File: src/iiea_pkg.sv
// iiea_pkg: widths, codes and the controller/datapath command types of the
// indexed insert/erase array. No dependencies; every other file imports it.
package iiea_pkg;

  localparam int CAPACITY   = 256;
  localparam int DATA_WIDTH = 32;

  // fixed port field widths
  localparam int ACT_W    = 2;
  localparam int POS_W    = 8;
  localparam int VAL_W    = 32;
  localparam int RD_W     = 32;
  localparam int OCNT_W   = 9;
  localparam int STATUS_W = 2;

  // internal widths derived from the capacity
  localparam int AW    = $clog2(CAPACITY);
  localparam int CW    = $clog2(CAPACITY + 1);
  localparam int CMP_W = ((CW > POS_W) ? CW : POS_W) + 2;

  typedef enum logic [ACT_W-1:0] {
    ACT_READ   = 2'd0,
    ACT_SET    = 2'd1,
    ACT_INSERT = 2'd2,
    ACT_ERASE  = 2'd3
  } action_t;

  typedef enum logic [STATUS_W-1:0] {
    ST_OK    = 2'd0,
    ST_FULL  = 2'd1,
    ST_RANGE = 2'd2
  } status_t;

  typedef enum logic {
    WSRC_VALUE = 1'b0,
    WSRC_SHIFT = 1'b1
  } wr_src_t;

  typedef enum logic [1:0] {
    CNT_HOLD = 2'd0,
    CNT_INC  = 2'd1,
    CNT_DEC  = 2'd2,
    CNT_LOAD = 2'd3
  } cnt_op_t;

  typedef struct packed {
    logic                  rd_en;
    logic [AW-1:0]         rd_addr;
    logic                  wr_en;
    logic [AW-1:0]         wr_addr;
    wr_src_t               wr_src;
    logic [DATA_WIDTH-1:0] wr_value;
    cnt_op_t               cnt_op;
    logic [CW-1:0]         cnt_load;
    logic                  res_ld;
    logic                  res_use_rd;
    status_t               res_status;
  } iiea_cmd_t;

  typedef struct packed {
    logic [CW-1:0] count;
    logic          res_free;
  } iiea_sts_t;

endpackage

File: src/iiea_ctrl.sv
// iiea_ctrl: request latch and sequencer for read, overwrite and the shifting
// insert/erase. Depends on iiea_pkg; drives iiea_dp through iiea_cmd_t.
module iiea_ctrl (
  input  logic                          clk,
  input  logic                          rst_n,
  input  logic                          in_valid,
  output logic                          in_ready,
  input  logic [iiea_pkg::ACT_W-1:0]    in_action,
  input  logic [iiea_pkg::POS_W-1:0]    in_position,
  input  logic [iiea_pkg::VAL_W-1:0]    in_value,
  input  iiea_pkg::iiea_sts_t           sts,
  output iiea_pkg::iiea_cmd_t           cmd
);
  import iiea_pkg::*;

  typedef enum logic [2:0] {
    S_IDLE,
    S_EXEC,
    S_SHUP,
    S_SHDN,
    S_PUT,
    S_FIN
  } state_t;

  state_t                state_r, state_nxt;
  action_t               act_r;
  logic [POS_W-1:0]      pos_r;
  logic [DATA_WIDTH-1:0] val_r;
  logic [AW-1:0]         idx_r, idx_nxt;
  status_t               status_r, status_nxt;
  logic [CMP_W-1:0]      pos_c, cnt_c, idx_c, cap_c;

  assign pos_c = CMP_W'(pos_r);
  assign cnt_c = CMP_W'(sts.count);
  assign idx_c = CMP_W'(idx_r);
  assign cap_c = CMP_W'(CAPACITY);

  assign in_ready = (state_r == S_IDLE);

  always_comb begin
    state_nxt      = state_r;
    idx_nxt        = idx_r;
    status_nxt     = status_r;
    cmd            = '0;
    cmd.wr_src     = WSRC_VALUE;
    cmd.wr_value   = val_r;
    cmd.wr_addr    = AW'(pos_r);
    cmd.cnt_op     = CNT_HOLD;
    cmd.cnt_load   = CW'(pos_c + CMP_W'(1));
    cmd.res_status = status_r;
    cmd.res_use_rd = (act_r == ACT_READ) && (status_r == ST_OK);

    unique case (state_r)
      S_IDLE: begin
        if (in_valid) begin
          state_nxt  = S_EXEC;
          status_nxt = ST_OK;
        end
      end
      S_EXEC: begin
        state_nxt = S_FIN;
        unique case (act_r)
          ACT_READ: begin
            if (pos_c < cnt_c) begin
              cmd.rd_en   = 1'b1;
              cmd.rd_addr = AW'(pos_r);
            end else begin
              status_nxt = ST_RANGE;
            end
          end
          ACT_SET: begin
            if (pos_c >= cap_c) begin
              status_nxt = ST_RANGE;
            end else begin
              cmd.wr_en = 1'b1;
              if (pos_c >= cnt_c) begin
                cmd.cnt_op = CNT_LOAD;
              end
            end
          end
          ACT_INSERT: begin
            priority if (cnt_c >= cap_c) begin
              status_nxt = ST_FULL;
            end else if (pos_c >= cap_c) begin
              status_nxt = ST_RANGE;
            end else if (pos_c < cnt_c) begin
              // shift from the top down: read one below, write one above
              cmd.rd_en   = 1'b1;
              cmd.rd_addr = AW'(cnt_c - CMP_W'(1));
              cmd.cnt_op  = CNT_INC;
              idx_nxt     = AW'(cnt_c);
              state_nxt   = S_SHUP;
            end else begin
              cmd.wr_en  = 1'b1;
              cmd.cnt_op = CNT_LOAD;
            end
          end
          ACT_ERASE: begin
            if (pos_c < cnt_c) begin
              cmd.cnt_op = CNT_DEC;
              if (pos_c + CMP_W'(1) < cnt_c) begin
                cmd.rd_en   = 1'b1;
                cmd.rd_addr = AW'(pos_c + CMP_W'(1));
                idx_nxt     = pos_r[AW-1:0];
                state_nxt   = S_SHDN;
              end
            end else begin
              status_nxt = ST_RANGE;
            end
          end
          default: ;
        endcase
      end
      S_SHUP: begin
        cmd.wr_en   = 1'b1;
        cmd.wr_src  = WSRC_SHIFT;
        cmd.wr_addr = idx_r;
        if (idx_c > pos_c + CMP_W'(1)) begin
          cmd.rd_en   = 1'b1;
          cmd.rd_addr = AW'(idx_c - CMP_W'(2));
          idx_nxt     = idx_r - AW'(1);
        end else begin
          state_nxt = S_PUT;
        end
      end
      S_SHDN: begin
        cmd.wr_en   = 1'b1;
        cmd.wr_src  = WSRC_SHIFT;
        cmd.wr_addr = idx_r;
        // count is already one less than before the erase
        if (idx_c + CMP_W'(2) <= cnt_c) begin
          cmd.rd_en   = 1'b1;
          cmd.rd_addr = AW'(idx_c + CMP_W'(2));
          idx_nxt     = idx_r + AW'(1);
        end else begin
          state_nxt = S_FIN;
        end
      end
      S_PUT: begin
        cmd.wr_en = 1'b1;
        state_nxt = S_FIN;
      end
      S_FIN: begin
        if (sts.res_free) begin
          cmd.res_ld = 1'b1;
          state_nxt  = S_IDLE;
        end
      end
      default: state_nxt = S_IDLE;
    endcase
  end

  always_ff @(posedge clk) begin
    if (!rst_n) begin
      state_r <= S_IDLE;
    end else begin
      state_r  <= state_nxt;
      idx_r    <= idx_nxt;
      status_r <= status_nxt;
      if (state_r == S_IDLE && in_valid) begin
        act_r <= action_t'(in_action);
        pos_r <= in_position;
        val_r <= DATA_WIDTH'(in_value);
      end
    end
  end

  a_ld_to_idle: assert property (@(posedge clk) disable iff (!rst_n)
    cmd.res_ld |=> state_r == S_IDLE)
    else $error("result loaded without returning to idle");

  a_shup_bound: assert property (@(posedge clk) disable iff (!rst_n)
    state_r == S_SHUP |-> idx_c > pos_c)
    else $error("insert shift went below the insert position");

  a_cnt_once: assert property (@(posedge clk) disable iff (!rst_n)
    cmd.cnt_op != CNT_HOLD |-> state_r == S_EXEC)
    else $error("count changed outside request decode");

endmodule

File: config.mk
export PLATFORM = sky130hd
export DESIGN_NAME = iiea_ctrl
export DESIGN_NICKNAME = d
export VERILOG_FILES = /design/src/iiea_pkg.sv /design/src/iiea_ctrl.sv
export SDC_FILE = /design/constraint.sdc
export NUM_CORES = 1
export LEC_CHECK = 0
export BUFFER_PORTS_ARGS = -buffer_cell sky130_fd_sc_hd__buf_2
export CORE_MARGIN = 8
export CORE_UTILIZATION = 35
export CTS_CLUSTER_SIZE = 28
export DETAILED_ROUTE_END_ITERATION = 7
export PLACE_DENSITY = 0.65
export SYNTH_ARGS = -nofsm -noshare
export SYNTH_HDL_FRONTEND = slang
export SYNTH_SLANG_ARGS = --single-unit
File: constraint.sdc
create_clock -name clk -period 7.2 [get_ports clk]
set_input_delay 0 -clock clk [delete_from_list [all_inputs] [get_ports clk]]
set_output_delay 0 -clock clk [all_outputs]
set_load 0.005 [all_outputs]
======== Yosys cells after proc, flatten, opt, wreduce, memory -nomap -nowiden ========
Cells that the tools add are included.
operators by class
  $add $sub $neg .......................... 6
  magnitude comparators ................... 7
  eq/ne operators ......................... 21
  mux-type cells .......................... 51
  reductions and logical operators ........ 14
operators by type and width
  cell                                                                                 number
  9-bit two-way mux                                                                    7
  8-bit two-way mux                                                                    7
  9-bit case mux with 3 select lines                                                   2
  3-bit two-way mux                                                                    9
  8-bit case mux with 3 select lines                                                   1
  2-bit two-way mux                                                                    11
  10-bit two-way mux                                                                   2
  3-bit != test, second input constant                                                 6
  3-bit case mux with 6 select lines                                                   1
  8-bit case mux with 2 select lines                                                   1
  8-bit by 1-bit subtractor with 8-bit output, second input constant                   2
  2-bit != test, second input constant                                                 6
  2-bit case mux with 3 select lines                                                   2
  10-bit AND reduction                                                                 1
  8-bit by 1-bit adder with 9-bit output, second input constant                        1
  8-bit by 2-bit adder with 9-bit output, second input constant                        1
  8-bit by 9-bit greater-or-equal comparator with 1-bit output                         1
  8-bit by 9-bit greater-or-equal comparator with 1-bit output, second input constant  1
  9-bit greater-or-equal comparator, second input constant                             1
  8-bit by 9-bit greater-than comparator with 1-bit output                             1
  9-bit less-or-equal comparator                                                       1
  8-bit by 9-bit < comparator with 1-bit output                                        1
  9-bit < comparator                                                                   1
  8-bit by 1-bit adder with 8-bit output, second input constant                        1
  other kinds (20)                                                                     31
storage, ports and cells
  bits in registers ....................... 55
  input port bits ......................... 55
  output and inout port bits .............. 67
  word-level logic and storage cells ...... 105

======== Logic depth before layout (Yosys ltp) ========
  depth after elaboration ................. 6
  depth in mapped cells ................... 14
  gate-level depth less buffers ........... 12

======== Least setup slack after synthesis ========
OpenSTA, ideal clock, no wires.
  path type ............................... reg2reg
  from .................................... register pos_r[0]
  to ...................................... register idx_r[0] (enable)
  library setup time ...................... 0.383 ns
  arrival ................................. 2.691 ns
  required time ........................... 6.817 ns
  setup slack ............................. 4.126 ns
  cell stages (with the launch flop) ...... 10
  buffers on the path ..................... 0
  clock period less this slack ............ 3.074 ns
  cell sequence ........................... edfxtp_1 ha_1 xor2_1 ha_1 o21ai_0 a21oi_1 o31a_1 o31ai_1 a31oi_1 nor3_1
RTL lines
  item                    line              RTL
  from (decl)             iiea_ctrl.sv:27   logic [POS_W-1:0] pos_r;
  from (signal assigned)  iiea_ctrl.sv:162  pos_r <= in_position;
  to (signal assigned)    iiea_ctrl.sv:158  idx_r <= idx_nxt;
  to (decl)               iiea_ctrl.sv:29   logic [AW-1:0] idx_r, idx_nxt;

==> results.yml <==
layout:
  multi_input_area_sq_um: 2240
  fin_nets: 659
  finalInstanceArea_sq_um: 5340
  final_common_cell: "buf_2"
  num_antenna_cells: 0
  finish.utilization_pct: 47.0
  layout_common_cells: "buf_2 (121), edfxtp_1 (52), ha_1 (50)"
  drive_above_1_share_pct: 26.5
  area_delta_synth_final_pct: 32.1
  regArea_sq_um: 1620
  n_fill_cell: 1069
timing:
  fin_crit_sh_pct: 54.5
  setup_viol: 0
  slew_viol_final: 0
  rsz0062_at_grt: "false"
  fin_tns_setup_ns: 0
  worst-slew-pin-transition_ns: 1.14
  clock.fmax_ghz: 0.255
  hold_viol: 0
  period_needed_ns: 3.92
  relSlewSlack_pct: 23.6
  fin_worst_skew_ns: 0.00365
floorplanning:
  core_area_sq_um: 11400
  die-area_sq_um: 15200
  die_w_um: 123
  die-height_um: 123
  rows: 39
  start_util_pct: 35.6
  ios: 122
route:
  vias: 3720
  ant_nets: 0
  drt_iter0_markers: 255
  drt_pass1_iterations: 6
  via_per_inst: 5.34
  wirelength_um: 13300
  drc: 0
  avgRoutedWirePerCell_um: 19.1
setup_path:
  worstSetupStartpointType: "register"
  endpoint_kind: "primary output"
  cp_num_buf_inv: 2
  crit_path_top_delay_cell: "nor4_1"
  crit_chain: "and4_4, nand2_1, xnor2_1, inv_1, ha_1, a22oi_1, o211ai_2, a31oi_1, nor4_1, nor2_1, o22ai_1, buf_2"
  cpLargestDelayFamily: "simple AND/OR/NAND/NOR gates"
  critPathMaxStageDelay_ns: 0.85
  critical_path_arrival_ns: 3.92
  worst_ep_required_time_ns: 7.20
  worstSetupPathType: "reg2out"
  path_max_fanout: 7
pwr:
  swShare_pct: 35.3
  internal_power_w: 0.000712
  combPwrFrac_pct: 36.4
  irDropWorstVdd_uv: 200
  p_per_area_nw_per_um2: 206
  power.clock.fraction_pct: 22.3
  power_frac_seq_pct: 41.2
  p_leak_nw: 2.28
  p_sw_w: 0.000389
global_routing:
  grt-ovfl-total: 0
  antenna_found_initial: 0
  grt_usage_pct: 17.8
  grt_max_degree: 43
  grt_first_pass_wirelength_um: 21000
  first_global_vias: 3910
logic_synthesis:
  synth_compound_area_share_pct: 14.4
  synth_edf_count: 52
  synth_cell_types: 59
  yosysTopAreaCell: "edfxtp_1"
  ys_ff_latch: 55
  syn_nets: 502
  ys.flop_type: "edfxtp_1"
  synth_top_family_by_area: "adder cells"
  synth_top_area_share_pct: 38.6
  yosys_warnings: 0
  netlist_instances: 396
  synth_xor_area_share_pct: 5.85
  synthAdderAreaFrac_pct: 16.0
  ys_seq_area_share_pct: 40.1
  synth_area_sq_um: 4040
  synthMuxAreaShare_pct: 4.18
  synthTopCellsByArea: "edfxtp_1 (39%), ha_1 (15%), xnor2_1 (4.1%)"
  avgSynthCellArea_sq_um: 10.2
  post_synth_and_or_nand_nor_area_fraction_pct: 14.8
  synth-async-reset-ratio_pct: 0
clocking:
  cts_buffers: 5
  clock_sinks: 55
  insertion_delay_ns: 0.30
  clk_path_buf_depth: 2
  path_clk_slew_ns: 0.07
  cts_tree: "yes"
  cts_root_buffer: "clkbuf_16"
  htreeDepth: 2
placement:
  dpl.hpwl_um: 10100
  gp_congestion: 0.935
  placed_area_sq_um: 4760
  io_buffers: 121
worst_hold_path:
  hold_path_class: "in2reg"
run:
  drv_cap: 0
status:
  outcome: "complete, no violations"
==> what timing repair did <==
action	CTS	global route
endpoints found under the hold margin	44	0
buffers inserted	0	0
resized for setup	0	0
hold buffers	43	0
==> worst reg2reg max path, stage by stage, from the launching register on <==
cell and delay, ns:
edfxtp_1 0.56, and4_4 0.29, nand2_1 0.06, xnor2_1 0.47, ha_1 0.35, nand4_1 0.10, nor2_1 0.06, o31a_1 0.13
o31ai_1 0.27, a31oi_1 0.15, nor3_1 0.92
==> metal layers <==
layer	wire length [um]	track usage, %	vias to the layer above	part of all wire, %
met2	6370	30.4	169	48
li1	-	-	1796	-
met1	5290	20.9	1740	40
met5	0	0	-	0
met4	249	5.19	0	1.9
met3	1410	5.66	15	11
==> Yosys cell counts (all sizes together) (5+ instances only) <==
| cell type | n |
|---|---|
| a21oi | 19 |
| xor2 | 8 |
| ha | 50 |
| mux2 | 7 |
| edfxtp | 52 |
| inv | 29 |
| xnor2 | 19 |
| mux2i | 9 |
| or3 | 5 |
| clkbuf | 7 |
| buf | 8 |
| a211oi | 6 |
| nand2 | 30 |
| o22ai | 5 |
| a221oi | 5 |
| nand3 | 11 |
| nand4 | 6 |
| o21ai | 18 |
| nor3 | 14 |
| nor2 | 29 |
==> sequential cells by signal, indices dropped and copies added (netlist names) <==
name,cells
val_r,32
pos_r,8
status_r,2
idx_r,8
act_r,2
state_r,3
==> cells by family (layout without fill, tap and decap cells) <==
family          Yosys count  after routing
simple gates            118            118
compound gates           85             85
mux                      16             16
flops                    55             55
xor+xnor                 27             27
buf+inv                  44            202
fa+ha+maj                51             51
==> power groups by stage <==
stage                     clock network, W  registers (W)  logic [W]
after floorplan                          0       0.000436   0.000260
after detailed placement                 0       0.000459   0.000379
after CTS                         0.000251       0.000452   0.000399
after global routing              0.000262       0.000461   0.000446
after global placement                   0       0.000458   0.000372
final                             0.000246       0.000454   0.000401
==> cell type report <==
type / instances / share of cell area, %
multi-input combinational: 297 / 42.0
sequential: 55 / 30.4
timing repair buffer: 165 / 19.5
tap: 143 / 3.35
clock buffer: 6 / 2.41
inverter: 29 / 2.04
clock inverter: 2 / 0.305
==> stage by stage <==
stage	hold WS, ns	cells	setup slack [ns]	power (W)
after floorplan	0.0989	396	4.13	0.000695
after global placement	0.176	646	3.53	0.000830
after detailed placement	0.178	646	3.44	0.000838
after CTS	0.106	697	3.28	0.00110
after global routing	0.128	697	3.06	0.00117
final	0.117	697	3.28	0.00110
==> path summary, 6_finish.rpt <==
path / slack [ns] / startpoint / cells past startpoint / end
max: 3.28 / pos_r[5] / 12 / cmd[57]
min: 0.12 / sts[8] / 3 / idx_r[7]
max reg2reg: 3.46 / pos_r[5] / 10 / idx_r[0]
min reg2reg: 0.69 / state_r[2] / 3 / state_r[2]
(Power assumes the default switching activity.)
